===== config.mk =====
export PLATFORM = sky130hd
export DESIGN_NAME = dpq_front
export DESIGN_NICKNAME = d
export VERILOG_FILES = /design/src/rtl/dpq_pkg.sv /design/src/rtl/dpq_front.sv
export SDC_FILE = /design/constraint.sdc
export NUM_CORES = 1
export LEC_CHECK = 0
export BUFFER_PORTS_ARGS = -buffer_cell sky130_fd_sc_hd__buf_2
export CAP_MARGIN = 20
export CORE_MARGIN = 3
export CORE_UTILIZATION = 64
export CTS_CLUSTER_DIAMETER = 200
export CTS_CLUSTER_SIZE = 16
export DETAILED_ROUTE_END_ITERATION = 10
export GPL_TIMING_DRIVEN = 0
export PLACE_DENSITY = 0.88
export SLEW_MARGIN = 20
export SYNTH_ARGS = -nofsm -noshare
export SYNTH_HDL_FRONTEND = slang
export SYNTH_SLANG_ARGS = --single-unit

===== constraint.sdc =====
create_clock -name clk -period 8.6 [get_ports clk]
set_input_delay 0.86 -clock clk [delete_from_list [all_inputs] [get_ports clk]]
set_output_delay 0.86 -clock clk [all_outputs]
set_load 0.01 [all_outputs]

===== src/rtl/dpq_pkg.sv =====
package dpq_pkg;

  localparam int TAG_W           = 16;
  localparam int COORD_W         = 16;
  localparam int SQ_W            = 2 * COORD_W;
  localparam int PRIO_W          = 2 * COORD_W + 1;
  localparam int OCC_W           = 7;
  localparam int QUEUE_DEPTH_DEF = 64;
  localparam int FIFO_DEPTH      = 4;
  localparam int FIFO_PTR_W      = $clog2(FIFO_DEPTH);

  typedef enum logic {
    OP_PUSH = 1'b0,
    OP_POP  = 1'b1
  } op_t;

  typedef struct packed {
    op_t                        op;
    logic [TAG_W-1:0]           chunk_tag;
    logic signed [COORD_W-1:0]  chunk_x;
    logic signed [COORD_W-1:0]  chunk_z;
    logic signed [COORD_W-1:0]  center_x;
    logic signed [COORD_W-1:0]  center_z;
    logic                       chunk_unqueued;
  } in_item_t;

  typedef struct packed {
    logic                push_accepted;
    logic                popped_valid;
    logic [TAG_W-1:0]    popped_tag;
    logic [PRIO_W-1:0]   popped_priority;
    logic [OCC_W-1:0]    occupancy;
  } out_item_t;

  // Command handed from the front pipeline to the queue engine.
  typedef struct packed {
    op_t                 op;
    logic [TAG_W-1:0]    tag;
    logic                unqueued;
    logic [PRIO_W-1:0]   prio;
  } cmd_t;

endpackage


===== src/rtl/dpq_front.sv =====
module dpq_front (
  input  logic               clk,
  input  logic               rst_n,
  input  logic               in_valid,
  output logic               in_ready,
  input  dpq_pkg::in_item_t  in_data,
  output logic               cmd_valid,
  input  logic               cmd_ready,
  output dpq_pkg::cmd_t      cmd
);

  typedef struct packed {
    dpq_pkg::op_t                  op;
    logic [dpq_pkg::TAG_W-1:0]     tag;
    logic                          unqueued;
    logic [dpq_pkg::COORD_W-1:0]   dx;
    logic [dpq_pkg::COORD_W-1:0]   dz;
  } dist_t;

  typedef struct packed {
    dpq_pkg::op_t                  op;
    logic [dpq_pkg::TAG_W-1:0]     tag;
    logic                          unqueued;
    logic [dpq_pkg::SQ_W-1:0]      dx_sq;
    logic [dpq_pkg::SQ_W-1:0]      dz_sq;
  } square_t;

  function automatic logic [dpq_pkg::COORD_W-1:0] abs_diff(
    input logic signed [dpq_pkg::COORD_W-1:0] a,
    input logic signed [dpq_pkg::COORD_W-1:0] b
  );
    logic [dpq_pkg::COORD_W:0] d;
    logic [dpq_pkg::COORD_W:0] nd;
    d  = {a[dpq_pkg::COORD_W-1], a} - {b[dpq_pkg::COORD_W-1], b};
    nd = -d;
    return d[dpq_pkg::COORD_W] ? nd[dpq_pkg::COORD_W-1:0] : d[dpq_pkg::COORD_W-1:0];
  endfunction

  logic    dist_v_r;
  dist_t   dist_r;
  dist_t   dist_nxt;
  logic    sq_v_r;
  square_t sq_r;
  square_t sq_nxt;
  logic    sq_adv;
  logic    dist_adv;

  assign sq_adv   = !sq_v_r || cmd_ready;
  assign dist_adv = !dist_v_r || sq_adv;
  assign in_ready = dist_adv;

  always_comb begin
    dist_nxt.op       = in_data.op;
    dist_nxt.tag      = in_data.chunk_tag;
    dist_nxt.unqueued = in_data.chunk_unqueued;
    dist_nxt.dx       = abs_diff(in_data.chunk_x, in_data.center_x);
    dist_nxt.dz       = abs_diff(in_data.chunk_z, in_data.center_z);
  end

  always_comb begin
    sq_nxt.op       = dist_r.op;
    sq_nxt.tag      = dist_r.tag;
    sq_nxt.unqueued = dist_r.unqueued;
    sq_nxt.dx_sq    = dpq_pkg::SQ_W'(dist_r.dx) * dpq_pkg::SQ_W'(dist_r.dx);
    sq_nxt.dz_sq    = dpq_pkg::SQ_W'(dist_r.dz) * dpq_pkg::SQ_W'(dist_r.dz);
  end

  always_ff @(posedge clk) begin
    if (!rst_n) begin
      dist_v_r <= 1'b0;
      sq_v_r   <= 1'b0;
    end else begin
      if (dist_adv) begin
        dist_v_r <= in_valid;
      end
      if (sq_adv) begin
        sq_v_r <= dist_v_r;
      end
    end
  end

  always_ff @(posedge clk) begin
    if (dist_adv && in_valid) begin
      dist_r <= dist_nxt;
    end
    if (sq_adv && dist_v_r) begin
      sq_r <= sq_nxt;
    end
  end

  assign cmd_valid    = sq_v_r;
  assign cmd.op       = sq_r.op;
  assign cmd.tag      = sq_r.tag;
  assign cmd.unqueued = sq_r.unqueued;
  assign cmd.prio     = dpq_pkg::PRIO_W'(sq_r.dx_sq) + dpq_pkg::PRIO_W'(sq_r.dz_sq);

endmodule


; Yosys cells after proc, flatten, opt, wreduce, memory -nomap -nowiden
; Cells that the tools add are included.
; W data, S select, Z words.
[totals]
in_bits = 86
out_inout_bits = 53
regBits = 134
wordCells = 27
[op_classes]
n_reduce_logical = 6
addsub = 5
multipliers = 2
muxes = 2
[op_table]
columns = operator, count
row1 = $mul A16 B16 Y32, 2
row2 = $sub A16 B16 Y17, 2
row3 = $add A32 B32 Y33, 1
row4 = $mux W16, 2
row5 = $neg A16 Y16, 2
row6 = $logic_and A1 B1 Y1, 2
row7 = $logic_not A1 Y1, 2
row8 = $logic_or A1 B1 Y1, 2

; Logic depth before layout (Yosys ltp)
[depth]
depth_word = 4
mapped_depth = 25

; Least setup slack after synthesis
; No wires, ideal clock.
[synth_timing]
kind = reg-to-reg
from = register dist_r[17] in the netlist's numbering
to = register sq_r[60] in the netlist's numbering, data pin
required_ns = 8.341
synth_period_minus_slack_ns = 6.224
path_stages_with_launch = 23
slack_ns = 2.376
t_arrival_ns = 5.965
path_buffers = 2
setup_ns = 0.259
path_cell_list = edfxtp_1 > clkbuf_1 > clkbuf_1 > nand2_1 > fa_1 > inv_1 > fa_1 > fa_1 > fa_1 > fa_1 > inv_1 > fa_1 > inv_1 > ha_1 > a21oi_1 > o211ai_1 > a31oi_1 > o41ai_1 > o41a_1 > a21bo_2 > a221o_1 > a21oi_1 > xnor2_1
[synth_rtl]
columns = item, line
row1 = from (decl), dpq_front.sv:40  ; dist_t dist_r;
row2 = from (signal assigned), dpq_front.sv:84  ; dist_r <= dist_nxt;
row3 = to (signal assigned), dpq_front.sv:87  ; sq_r <= sq_nxt;
row4 = to (decl), dpq_front.sv:43  ; square_t sq_r;

==> key figures <==
Layout
  • Synth-to-Final Area Change: 8.71%
  • Multi-input gate area: 15900 µm²
  • Layout cell share with drive strength beyond 1: 9.43%
  • Fillcell total: 2374
  • Sequential Area: roughly 3900 µm²
  • Ant diodes: 0
  • Final nets: 3178

Floorplanning
  • Chip Width: 193 µm
  • Initial core utilization: 65.6%
  • Die Ht: between 150 and 200 µm
  • Core Region: between 30000 and 40000 µm²
  • Row count: 67
  • IO Count: 139
  • Die ar.: 37100 µm²

Critical path
  • Crit path cell chain: clkbuf_1 > clkbuf_1 > nand2_1 > fa_1 > inv_1 > fa_1 > ha_1 > inv_1 > fa_1 > fa_1 > inv_1 > fa_1 > ha_1 > o21a_1 > o21ai_0 > a21boi_0 > a31oi_1 > o311ai_0 > a21oi_1 > nor2b_1 > a221oi_1 > xnor2_1
  • Worst Path Required: 8770 ps
  • Crit-path max FO: 10
  • Largest stage delay, worst path: between 700 and 800 ps
  • Cell at the slowest stage of the critical path: o311ai_0
  • Critical Path Sink Type: flip-flop
  • CP dominant cell by count: fa_1
  • Critical Path AT: 7730 ps
  • Setup CP Type: reg -> reg
  • Crit start category: flip-flop

Place
  • Hpwl dp: 40900 µm
  • RePlAce Congestion: 0.988
  • IO Port Bufs: around 140

Clock tree
  • Cts hold-fix bufs: 0
  • Longest Clk Path Bufs: 2
  • Reg clk slew, reported paths: 60 ps
  • Clk root buf: clkbuf_16
  • CTS tree: done
  • Post_cts resized: 0
  • Worst skew pair latency: 450 ps
  • H-tree lvl count: 4
  • Clk sinks: roughly 130
  • TritonCTS Buffers: 17
  • Setup Buffers After CTS: 0

STA
  • Max-Slew Margin vs Limit: around two fifths
  • RSZ-0062 raised after global routing: no
  • Worst-margin pin slew: approximately 900 ps
  • Final hold violations: 0
  • Fin. max-slew vios: 0
  • Final setup vio count: 0
  • Fin crit share: 87.8%
  • Max Fclk: 0.132 GHz
  • Fin crit period: 7550 ps
  • Setup TNS: 0 ps
  • Post-route clock skew: 15.5 ps

GRT
  • Initial antenna violation count: 1
  • GRT overflow: 0
  • Global-route wire length before repair: 84000 µm
  • Largest net degree at the start of global routing: 30
  • Tot GR Track Use: between 20 and 30%
  • Vias in the first global route: 18000

Synthesis
  • Yosys reg bits: between 100 and 150
  • Mapped cell area: roughly 22000 µm²
  • Syn Nets: 3018
  • Fraction of registers with async set/reset: 0%
  • Post-synthesis cell count: 2339
  • Main synth FF type: edfxtp_1
  • Post-synthesis sequential area ratio: 17.7%
  • Post-Syn Area per Cell: 9.52 µm²
  • Yosys cell types: 81
  • Number of synthesized flops with an enable pin: 130
  • Yosys warnings: 0

Routing
  • Routed via count: about 17000
  • Routed WL: 50100 µm
  • DRC Markers: 0
  • 1st-iter DRT viols: between 1000 and 1500
  • WL/cell: ~17 µm
  • Pre-antenna DRT Iters: 5
  • Antenna Violating Nets Remaining: 0
  • Via density per instance: 5.65

Worst hold path
  • HP Class: reg -> reg

Run status
  • Run status: finished, final reports clean

Flow run
  • Max-cap violations: 0
-- layout by cell type, fill, tap and decap left out, types with 5 or more instances in the layout --
cell type,n
nor4_1,5
and3_1,12
nor2b_1,21
clkbuf_16,17
nand2_1,190
fa_1,326
nand3_1,20
a21oi_1,90
inv_1,567
nor3_1,27
a31o_2,10
xnor2_1,99
nand2b_1,17
edfxtp_1,130
a211oi_1,12
o31ai_1,8
o21a_1,21
a31oi_1,7
o211ai_1,7
xor2_1,47
buf_4,18
nor2_1,96
clkbuf_1,48
nand4_1,5
a21o_1,49
ha_1,267
and2_1,80
o21ai_0,43
or2_2,10
o21bai_1,12
inv_6,6
buf_2,139
or3_1,9
-- worst max-delay path, delay by kind of cell (launching register included) --
| kind | cells | cell delay, ps |
|---|---|---|
| flip-flops | 1 | 430 |
| AO/OA/AOI/OAI | 7 | 2120 |
| AND/OR/NAND/NOR | 2 | 430 |
| buffers and inverters | 5 | 1100 |
| XOR/XNOR | 1 | 160 |
| adder cells (fa/ha/maj) | 7 | 3050 |
-- routing by layer --
layer  vias up  part of all wire [%]  track usage (%)  wire, µm
li1       7728                     -                -         -
met1      8291                    40             36.4     20000
met2       601                    50             49.1     25000
met3        99                   7.8             5.87      3910
met4         2                   2.3             8.80      1170
met5         -                 0.016                0         8
-- cells in the mapped netlist, types with 3 or more instances --
master      n  area (µm²)
ha_1      267        3340
nand2_1   190         713
a41oi_1     3        26.3
and3_1     12        75.1
nor2b_1    22         138
o21ai_0    43         215
nand2b_1   17         106
fa_1      326        6530
inv_1     567        2130
nand4_1     5        31.3
o31a_1      4        35.0
nor2_1     96         360
or2_2      10        62.6
xnor2_1    99         867
o21a_1     21         158
nand3b_1    3        22.5
buf_4      18         135
nor4_1      5        31.3
a31oi_1     7        43.8
and2_1     81         507
xor2_1     47         412
a31o_2     10        87.6
a21oi_1    90         450
o21bai_1   12        90.1
mux2_2      4        45.0
o211ai_1    7        52.6
a211oi_1   12        90.1
a21o_1     49         368
nor3_1     27         135
o41ai_1     4        35.0
clkbuf_1   48         180
o31ai_1     8        60.1
a311oi_1    4        35.0
nand3_1    20         100
a22oi_1     3        22.5
or3_1       9        56.3
edfxtp_1  130        3900
-- area by class of cell --
cell class | count | share of cell area, %
timing repair buffer | 141 | 3.10
multi-input combinational | 1572 | 65.6
tap | 448 | 2.32
buffer | 68 | 1.37
clock buffer | 17 | 1.76
sequential | 132 | 16.3
inverter | 567 | 8.79
clock inverter | 15 | 0.801
-- stage by stage --
step | instances | worst slack, ps | util [%] | hold slack [ps] | area [µm²]
after CTS | 2960 | 1180 | 71.3 | 418 | 24200
after global placement | 2925 | 1430 | 69.3 | 401 | 23500
after floorplan | 2339 | 2380 | - | 400 | 22300
after detailed placement | 2928 | 1270 | 69.5 | 405 | 23600
final | 2960 | 1050 | 71.3 | 418 | 24200
after global routing | 2960 | 707 | 71.3 | 422 | 24200
-- flip-flops by register name, indices dropped and copies added, names as in the netlist --
name       cells
dist_r        50
dist_v_r       1
sq_r          62
cmd           18
cmd_valid      1
-- worst paths after layout --
| kind | depth (start not counted) | end | slack [ps] | start |
|---|---|---|---|---|
| worst max-delay path | 22 | sq_r[31]$_DFFE_PP_ | 1050 | dist_r[4]$_DFFE_PP_ |
| worst min-delay path | 0 | cmd[35]$_DFFE_PP_ | 420 | dist_r[34]$_DFFE_PP_ |
| worst max register to register | 22 | sq_r[31]$_DFFE_PP_ | 1050 | dist_r[4]$_DFFE_PP_ |
| worst min register to register | 0 | cmd[35]$_DFFE_PP_ | 420 | dist_r[34]$_DFFE_PP_ |
-- logic make-up after synthesis --
logic type | count (synthesis) | share of synthesized area [%]
buf+inv | 635 | 11.0
fa+ha+maj | 593 | 44.3
simple gates | 508 | 11.0
compound gates | 321 | 10.0
xor+xnor | 146 | 5.74
flops | 132 | 17.7
mux | 4 | 0.202
Power is left out: the tool's default activity adds up to more than one toggle a clock period on the data nets, which glitch-free logic cannot reach.
