`config.mk`:
```
export PLATFORM = sky130hd
export DESIGN_NAME = dpq_fifo
export DESIGN_NICKNAME = d
export VERILOG_FILES = /design/src/rtl/dpq_pkg.sv /design/src/rtl/dpq_fifo.sv
export SDC_FILE = /design/constraint.sdc
export NUM_CORES = 1
export LEC_CHECK = 0
export BUFFER_PORTS_ARGS = -buffer_cell sky130_fd_sc_hd__buf_2
export CAP_MARGIN = 20
export CORE_MARGIN = 10
export CORE_UTILIZATION = 49
export CTS_CLUSTER_DIAMETER = 200
export DETAILED_ROUTE_END_ITERATION = 12
export GPL_TIMING_DRIVEN = 0
export PLACE_DENSITY = 0.8
export SYNTH_ARGS = -nofsm -noshare
export SYNTH_HDL_FRONTEND = slang
export SYNTH_SLANG_ARGS = --single-unit
```
`constraint.sdc`:
```
create_clock -name clk -period 5.55 [get_ports clk]
set_input_delay 0.555 -clock clk [delete_from_list [all_inputs] [get_ports clk]]
set_output_delay 0.555 -clock clk [all_outputs]
set_load 0.01 [all_outputs]
```
`src/rtl/dpq_pkg.sv`:
```
package dpq_pkg;

  localparam int TAG_W           = 16;
  localparam int COORD_W         = 16;
  localparam int SQ_W            = 2 * COORD_W;
  localparam int PRIO_W          = 2 * COORD_W + 1;
  localparam int OCC_W           = 7;
  localparam int QUEUE_DEPTH_DEF = 64;
  localparam int FIFO_DEPTH      = 4;
  localparam int FIFO_PTR_W      = $clog2(FIFO_DEPTH);

  typedef enum logic {
    OP_PUSH = 1'b0,
    OP_POP  = 1'b1
  } op_t;

  typedef struct packed {
    op_t                        op;
    logic [TAG_W-1:0]           chunk_tag;
    logic signed [COORD_W-1:0]  chunk_x;
    logic signed [COORD_W-1:0]  chunk_z;
    logic signed [COORD_W-1:0]  center_x;
    logic signed [COORD_W-1:0]  center_z;
    logic                       chunk_unqueued;
  } in_item_t;

  typedef struct packed {
    logic                push_accepted;
    logic                popped_valid;
    logic [TAG_W-1:0]    popped_tag;
    logic [PRIO_W-1:0]   popped_priority;
    logic [OCC_W-1:0]    occupancy;
  } out_item_t;

  // Command handed from the front pipeline to the queue engine.
  typedef struct packed {
    op_t                 op;
    logic [TAG_W-1:0]    tag;
    logic                unqueued;
    logic [PRIO_W-1:0]   prio;
  } cmd_t;

endpackage

```
`src/rtl/dpq_fifo.sv`:
```
module dpq_fifo (
  input  logic           clk,
  input  logic           rst_n,
  input  logic           wr_valid,
  output logic           wr_ready,
  input  dpq_pkg::cmd_t  wr_data,
  output logic           rd_valid,
  input  logic           rd_ready,
  output dpq_pkg::cmd_t  rd_data
);

  localparam int CNT_W = dpq_pkg::FIFO_PTR_W + 1;

  dpq_pkg::cmd_t                   mem_r [dpq_pkg::FIFO_DEPTH];
  logic [dpq_pkg::FIFO_PTR_W-1:0]  wp_r;
  logic [dpq_pkg::FIFO_PTR_W-1:0]  rp_r;
  logic [CNT_W-1:0]                count_r;
  logic [CNT_W-1:0]                count_nxt;
  logic                            wr_fire;
  logic                            rd_fire;

  assign wr_ready = count_r != CNT_W'(dpq_pkg::FIFO_DEPTH);
  assign rd_valid = count_r != '0;
  assign rd_data  = mem_r[rp_r];
  assign wr_fire  = wr_valid && wr_ready;
  assign rd_fire  = rd_valid && rd_ready;

  always_comb begin
    count_nxt = count_r;
    if (wr_fire && !rd_fire) begin
      count_nxt = count_r + CNT_W'(1);
    end else if (rd_fire && !wr_fire) begin
      count_nxt = count_r - CNT_W'(1);
    end
  end

  always_ff @(posedge clk) begin
    if (!rst_n) begin
      wp_r    <= '0;
      rp_r    <= '0;
      count_r <= '0;
    end else begin
      count_r <= count_nxt;
      if (wr_fire) begin
        wp_r <= wp_r + dpq_pkg::FIFO_PTR_W'(1);
      end
      if (rd_fire) begin
        rp_r <= rp_r + dpq_pkg::FIFO_PTR_W'(1);
      end
    end
  end

  always_ff @(posedge clk) begin
    if (wr_fire) begin
      mem_r[wp_r] <= wr_data;
    end
  end

endmodule

```
After elaboration in Yosys (flattened, before gate mapping)
Memory sizes are Yosys's and may differ from the RTL's. A register that Yosys moved wholly into a read port is not among the register bits.
Cells that the tools add are included.
- register bits after elaboration: 7
- bits in writable memories: 204
- output and inout bits: 53
- logic and storage cells: 23
- memories kept: 1
- memories (name ; words ; width ; read ports ; clocked after Yosys merged registers in ; write ports ; RTL line ; source):
    mem_r ; 4 ; 51 ; 1 ; 1 ; 1 ; dpq_fifo.sv:14 ; dpq_pkg::cmd_t mem_r [dpq_pkg::FIFO_DEPTH];
- add/subtract/negate cells: 4
- equality and inequality tests: 1
- mux-type cells: 6
- reductions and logical operators: 8
- operators by type and width (kind ; count):
    3-bit two-way mux ; 2
    2-bit by 1-bit adder with 2-bit output (second input constant) ; 2
    1-bit logical AND ; 4
    2-bit two-way mux ; 2
    3-bit by 1-bit adder with 3-bit output (second input constant) ; 1
    3-bit != test (second input constant) ; 1
    3-bit nonzero test ; 1
    3-bit by 1-bit subtractor with 3-bit output (second input constant) ; 1
    1-bit logical NOT ; 2
    1-bit two-way mux ; 2
    2-bit nonzero test ; 1

Logic depth before layout (Yosys ltp)
Gate-level depths: netlist of the first run.
- depth after elaboration: 6
- depth in mapped cells: 8

Worst setup path after synthesis of the first run
OpenSTA, ideal clock, no wires.
- path kind: reg2reg
- start point: register count_r[0]
- end point: memory mem_r[0][0] (netlist bit), enable pin
- library setup time: 0.414 ns
- arrival time: 2.114 ns
- setup slack: 3.022 ns
- cell stages (with the launch flop): 4
- clock period less this slack: 2.528 ns
- path through: dfxtp_1 > nor2_1 > a21boi_2 > and2_1
- cells in the longest elaborated chain, start to end: 4
- ends and longest elaborated chain (item ; RTL line ; source):
    start: declaration ; dpq_fifo.sv:17 ; logic [CNT_W-1:0] count_r;
    start signal: assignment ; dpq_fifo.sv:43 ; count_r <= count_nxt;
    3-bit != test ; dpq_fifo.sv:22 ; assign wr_ready = count_r != CNT_W'(dpq_pkg::FIFO_DEPTH);
    1-bit logical AND ; dpq_fifo.sv:25 ; assign wr_fire = wr_valid && wr_ready;
    net wr_fire ; dpq_fifo.sv:19 ; logic wr_fire;
    1-bit two-way mux ; dpq_fifo.sv:54 ; if (wr_fire) begin
    1-bit two-way mux (implied by the code) ; dpq_fifo.sv:55 ; mem_r[wp_r] <= wr_data;
    end: declaration ; dpq_fifo.sv:14 ;
The timed path passes the listed nets, and every way through them passes these cells.

Final worst setup path of the first run
- start point: register count_r[0]
- end point: register count_r[2]
- cells in the longest elaborated chain, start to end: 5
- ends and longest elaborated chain (item ; RTL line ; source):
    3-bit != test (*) ; dpq_fifo.sv:22 ;
    1-bit logical AND (*) ; dpq_fifo.sv:25 ;
    net wr_fire ; dpq_fifo.sv:19 ;
    1-bit logical NOT ; dpq_fifo.sv:32 ; end else if (rd_fire && !wr_fire) begin
    1-bit logical AND ; dpq_fifo.sv:32 ;
    2-bit nonzero test (no line) ; n/a ;
The timed path passes the listed nets; every way through them passes the cells marked *. The select of a mux whose other input is x is not followed.
A chain may end at the register's enable or synchronous reset.

==> results of run 1 <==
## cell usage after synthesis (all sizes together)
cell type | instances | area, sq um
buf | 12 | 140
fa | 1 | 20.0
xor2 | 1 | 8.76
nand2 | 5 | 18.8
ha | 5 | 62.6
mux2i | 3 | 30.0
inv | 3 | 11.3
dfxtp | 9 | 180
nor2b | 1 | 6.26
o311ai | 1 | 16.3
and2 | 8 | 50.1
edfxtp | 204 | 6130
or3 | 2 | 12.5
clkbuf | 1 | 3.75
nor2 | 1 | 3.75
a21boi | 2 | 18.8
o31ai | 1 | 21.3
mux4 | 51 | 1150
o21ai | 1 | 5.00
xnor2 | 3 | 26.3
## final cells by class
type / count / area [sq um] / area share
Timing Repair Buffer: 106 / 531 / 0.0565
Inverter: 3 / 11.3 / 0.00120
Clock inverter: 7 / 108 / 0.0115
Clock buffer: 29 / 556 / 0.0592
Sequential cell: 213 / 6310 / 0.672
Multi-Input combinational cell: 86 / 1460 / 0.156
Buffer: 13 / 144 / 0.0153
Tap cell: 216 / 270 / 0.0288
## layer usage
| metal | up-vias | share of wire |
|---|---|---|
| li1 | 1587 | - |
| met1 | 1828 | 0.40 |
| met2 | 95 | 0.52 |
| met3 | 24 | 0.060 |
| met4 | 2 | 0.016 |
| met5 | - | 0.00078 |
## flip-flops by register name, indices dropped and copies added (netlist names), named ones only
register / count
rp_r: 2
mem_r: 204
wp_r: 2
count_r: 3
## logic make-up (layout without fill, tap and decap cells)
| logic type | count (synthesis) | in the layout | synth area share |
|---|---|---|---|
| AO/OA/AOI/OAI | 5 | 5 | 0.00775 |
| XOR/XNOR | 4 | 4 | 0.00443 |
| buffers and inverters | 16 | 158 | 0.0196 |
| adder cells (fa/ha/maj) | 6 | 6 | 0.0104 |
| flip-flops | 213 | 213 | 0.797 |
| AND/OR/NAND/NOR | 17 | 17 | 0.0115 |
| multiplexers | 54 | 54 | 0.149 |
## how the worst max path moves through the flow
| stage | startpoint | endpoint | slack (ps) | cells after the start |
|---|---|---|---|---|
| 3_3_place_gp | wr_valid | mem_r[2][12] | 1980 | 3 |
| 3_5_place_dp | wr_valid | count_r[2] | 3030 | 8 |
| 6_report | count_r[0] | count_r[2] | 3040 | 8 |
| 5_1_grt | count_r[0] | count_r[2] | 2890 | 8 |
| 4_1_cts | flip-flop | rd_data[47] | 2970 | 4 |
| 2_1_floorplan | count_r[0] | mem_r[0][0] | 3020 | 3 |
## power by group
part	switching, uW	internal (uW)	total (uW)
clock network	538	836	1370
registers	55.2	1950	2010
logic	523	535	1060
## metrics by stage
| stage | total power [uW] | hold WS (ps) | utilization |
|---|---|---|---|
| after floorplan | 2760 | 468 | - |
| after global placement | 3120 | 480 | 0.549 |
| after detailed placement | 3140 | 500 | 0.549 |
| after CTS | 4520 | 259 | 0.591 |
| after global routing | 4650 | 272 | 0.591 |
| final | 4440 | 285 | 0.591 |
==> impl_metrics.tcl, run 1 <==
set metrics [dict create \
    synthesis.nets 376 \
    track_usage 0.129 \
    tightestPinTransition_ps 811 \
    fp.dieW_microns 147 \
    p_per_area_nw_per_um2 473 \
    gr-usage-met1 0.158 \
    crit_required_ps 5940 \
    hold_buffers 0 \
    outcome "finished clean" \
    reg2reg_depth 8 \
    syn_avg_cell_area_sq_um 25.1 \
    post_cts_buffers 0 \
    netlist_area_sq_um 7910 \
    ctsRootBufferMaster "clkbuf_16" \
    hp-class "input port to flip-flop" \
    stdcell_area_sq_um 9390 \
    preCtsSetupSlack_ps 3030 \
    dp_cells 637 \
    die_height_microns 147 \
    critPathBufInv 1 \
    area_delta_synth_final_pct 18.6 \
    row_count 46 \
    final_common_cell "edfxtp_1" \
    num-nets-final 505 \
    wire_per_inst_microns 20.9 \
    holdPathEnd "mem_r[1][10]" \
    final.min_clock_period_ps 2510 \
    ys_warn_count 0 \
    syn-instance-count 315 \
    fmax_mhz 398 \
    setup_tns_ps 0 \
    slew_headroom 0.460 \
    hp-start "wr_data[10]" \
    cts_buffers 21 \
    r2r-end "count_r[2]" \
    holdPathStages 1 \
    r2r_start "count_r[0]" \
    layout_setup_ws_ps 3040 \
    cts_max_path_buffers 3 \
    post_dp_cell_area_sq_um 8720 \
    finalHoldViolCount 0 \
    antenna_found_initial 1 \
    clk_latency_ps 480 \
    synth_seq_cells 213 \
    grt_pass1_vias 3899 \
    n_antenna_cell 0 \
    finalNonFillerCells 673 \
    drv_cap 0 \
    critical-path-top-delay-family "adder cells" \
    crit_type "flip-flop to flip-flop" \
    clock_sinks 213 \
    grt_pass1_wl_microns 21900 \
    cts_tree "built" \
    clkTransAtPathRegs_ps 60 \
    via_per_inst 5.25 \
    max_stage_delay_ps 500 \
    portBuffers 106 \
    globalRouteMet2Util 0.220 \
    gp_congestion 0.679 \
    hpwl_microns 8710 \
    htree_levels 1 \
    final_cell_mix "204 x edfxtp_1, 111 x buf_2, 50 x mux4_2" \
    worstPathArrival_ps 2900 \
    crit_path_cell_trace "nor2_1 -> a21boi_2 -> ha_1 -> inv_1 -> fa_1 -> xor2_1 -> or3_1 -> a21boi_0" \
    synth_cell_types 25 \
    cp-start-kind "flip-flop" \
    fin_skew_ps 4.49 \
    num_vias 3536 \
    cts_resized 0 \
    critPathSlowestCell "dfxtp_1" \
    drt_drc_violations_left 0 \
    grt_remaining_overflow 0 \
    ant_nets 0 \
    layout-drive-gt1-share 0.438 \
    endpoint_kind "flip-flop" \
    setup-violations-final 0 \
    crit_fanout 7 \
    rrSetupSlack_ps 3040 \
    core-area_sq_um 15900 \
    top_usage_layer "met2" \
    ys_seq_area_frac 0.797 \
    vdd_drop_max_mv 0.281 \
    drv_slew 0 \
    drt_pass1_iterations 4 \
    initial_core_util 0.498 \
    fill_cells 1176 \
    leakagePower_uw 0.00317 \
    io_pins 108 \
    rsz0062_at_grt "no" \
    use_met3 0.0372 \
    drt_iter0_drc 172 \
    finalCritPeriodShare 0.452 \
    grt_max_degree 52 \
    routed_wl_microns 14100 \
    dieArea_sq_um 21600 \
]
(Power assumes the default switching activity.)
==> inputs of run 2 (changes only) <==
--- a/config.mk
+++ b/config.mk
@@ -12,7 +12,7 @@
 export CTS_CLUSTER_DIAMETER = 200
 export DETAILED_ROUTE_END_ITERATION = 12
 export GPL_TIMING_DRIVEN = 0
-export PLACE_DENSITY = 0.8
+export PLACE_DENSITY = 0.82
 export SYNTH_ARGS = -nofsm -noshare
 export SYNTH_HDL_FRONTEND = slang
 export SYNTH_SLANG_ARGS = --single-unit
==> constraint.sdc (replaced) <==
create_clock -name clk -period 2.15 [get_ports clk]
set_input_delay 0.215 -clock clk [delete_from_list [all_inputs] [get_ports clk]]
set_output_delay 0.215 -clock clk [all_outputs]
set_load 0.01 [all_outputs]
==> run 2 against run 1 <==
Net effect:
- sequential share of layout area is 4.1 points lower
- highest routed layer is now met4
- combinational power grew to 2.7 times the previous value
- critical endpoint is now rd_data[34]
- die area stayed put
- global-route usage is 1.4 points higher
- critical path depth is 4 lower
==> impl_metrics.tcl, run 2 (synthesis gave the netlist of run 1 again) <==
set metrics [dict create \
    cp-endpoint "rd_data[34]" \
    reg.largest.list "mem_r (204), count_r (3)" \
    cts_tree "built" \
    ant_nets 0 \
    cp-start-kind "flip-flop" \
    crit_path_cell_trace "buf_6 -> buf_12 -> mux4_2 -> buf_2" \
    grt_remaining_overflow 0 \
    die_height_microns 147 \
    fmax_mhz 475 \
    portBuffers 106 \
    crit_required_ps 1930 \
    grt_pass1_wl_microns 24400 \
    clk_latency_ps 500 \
    n_antenna_cell 0 \
    r2r_start "count_r[1]" \
    io_pins 108 \
    rsz0062_at_grt "no" \
    endpoint_kind "primary output" \
    clock_sinks 213 \
    drv_cap 0 \
    total_power_uw 11600 \
    slew_headroom 0.588 \
    top_usage_layer "met2" \
    track_usage 0.142 \
    finalCritPeriodShare 0.980 \
    gp_congestion 0.718 \
    crit_type "flip-flop to primary output" \
    p_per_area_nw_per_um2 1160 \
    final_util 0.630 \
    fin_skew_ps 18.3 \
    rrSetupSlack_ps 110 \
    fill_cells 1099 \
    num_vias 3765 \
    crit_fanout 10 \
    final.min_clock_period_ps 2110 \
    drt_pass1_iterations 4 \
    hp-class "input port to flip-flop" \
    finalNonFillerCells 731 \
    critPathSlowestCell "mux4_2" \
    final_common_cell "edfxtp_1" \
    regMostFlops "mem_r" \
    worstPathArrival_ps 1890 \
    via_per_inst 5.15 \
    globalRouteMet2Util 0.247 \
    cp_num_cells 4 \
    vdd_drop_max_mv 0.720 \
    layout_setup_ws_ps 43.2 \
    use_met3 0.0369 \
    area_delta_synth_final_pct 26.5 \
    ctsRootBufferMaster "clkbuf_16" \
    dieArea_sq_um 21600 \
    num-nets-final 561 \
    r2r-end "count_r[2]" \
    drt_drc_violations_left 0 \
    grt_pass1_vias 4286 \
    clkTransAtPathRegs_ps 60 \
    gr-usage-met1 0.174 \
    initial_core_util 0.498 \
    core-area_sq_um 15900 \
    routed_wl_microns 15100 \
    drt_iter0_drc 170 \
    htree_levels 1 \
    tightestPinTransition_ps 618 \
    outcome "finished clean" \
    row_count 46 \
    antenna_found_initial 0 \
    wire_per_inst_microns 20.7 \
    cts_max_path_buffers 3 \
    dp_cells 641 \
    cts_buffers 21 \
    critPathBufInv 3 \
    leakagePower_uw 0.00342 \
    fp.dieW_microns 147 \
    grt_max_degree 32 \
    layout-drive-gt1-share 0.410 \
    drv_slew 0 \
    largest_reg_flops 204 \
    final_cell_mix "204 x edfxtp_1, 106 x buf_2, 51 x dlygate4sd3_1" \
    finalHoldViolCount 0 \
    reg2reg_depth 7 \
    max_stage_delay_ps 540 \
    setup-violations-final 0 \
    preCtsSetupSlack_ps -299 \
    hpwl_microns 9570 \
    critical-path-top-delay-family "multiplexers" \
]
==> run 2: final cells by class <==
cell class                      count  area [sq um]  area share
Clock buffer                       30           569      0.0569
Multi-Input combinational cell     86          1460       0.146
Clock inverter                      8          93.8     0.00937
Tap cell                          216           270      0.0270
Sequential cell                   213          6310       0.631
Inverter                            3          11.3     0.00112
Buffer                             12           153      0.0152
Timing Repair Buffer              163          1140       0.113
==> run 2: layer usage <==
metal | vias to the layer above | wire length (microns)
met5 | - | 0
met4 | 0 | 241
met3 | 21 | 920
met2 | 111 | 8010
met1 | 1935 | 5940
li1 | 1698 | -
==> run 2: worst register-to-register path, delay by kind of cell, from the launching register on <==
| kind | cells | cell delay, ps |
|---|---|---|
| xor+xnor | 1 | 170 |
| compound gates | 2 | 440 |
| buf+inv | 1 | 50 |
| flops | 1 | 370 |
| fa+ha+maj | 2 | 610 |
| simple gates | 1 | 320 |
==> run 2: timing repair <==
| item | CTS | global route |
|---|---|---|
| endpoints found under the setup margin | 165 | 14 |
| endpoints found under the hold margin | 204 | 0 |
| hold buffers | 51 | 0 |
| setup buffers | 2 | 0 |
| resized for setup | 6 | 8 |
| pin swaps | 1 | 1 |
==> run 2: stage by stage <==
step / setup TNS, ps / hold slack (ps) / instance area [sq um]
finish: 0 / 105 / 10000
global route: 0 / 124 / 10000
CTS: 0 / 93.8 / 9990
detailed placement: -14340 / 430 / 8800
global placement: -74590 / 424 / 8720
floorplan: 0 / 314 / 7920
==> run 2: worst min path at each step <==
stage,from,endpoint,slack [ps],depth (start not counted)
after detailed placement,wr_data[13],mem_r[1][13],430,1
after CTS,rst_n,count_r[1],90,2
after floorplan,wr_data[0],mem_r[0][0],310,0
after global placement,wr_data[22],mem_r[1][22],420,1
after global routing,rst_n,count_r[1],120,2
final,rst_n,count_r[1],110,2
==> run 2: power by group <==
group	internal [uW]	switching [uW]	leakage (uW)	total (uW)
Clock	2090	1410	0.000319	3500
Combinational	1500	1390	0.00116	2890
Sequential	5050	159	0.00194	5210
Total	8630	2970	0.00342	11600
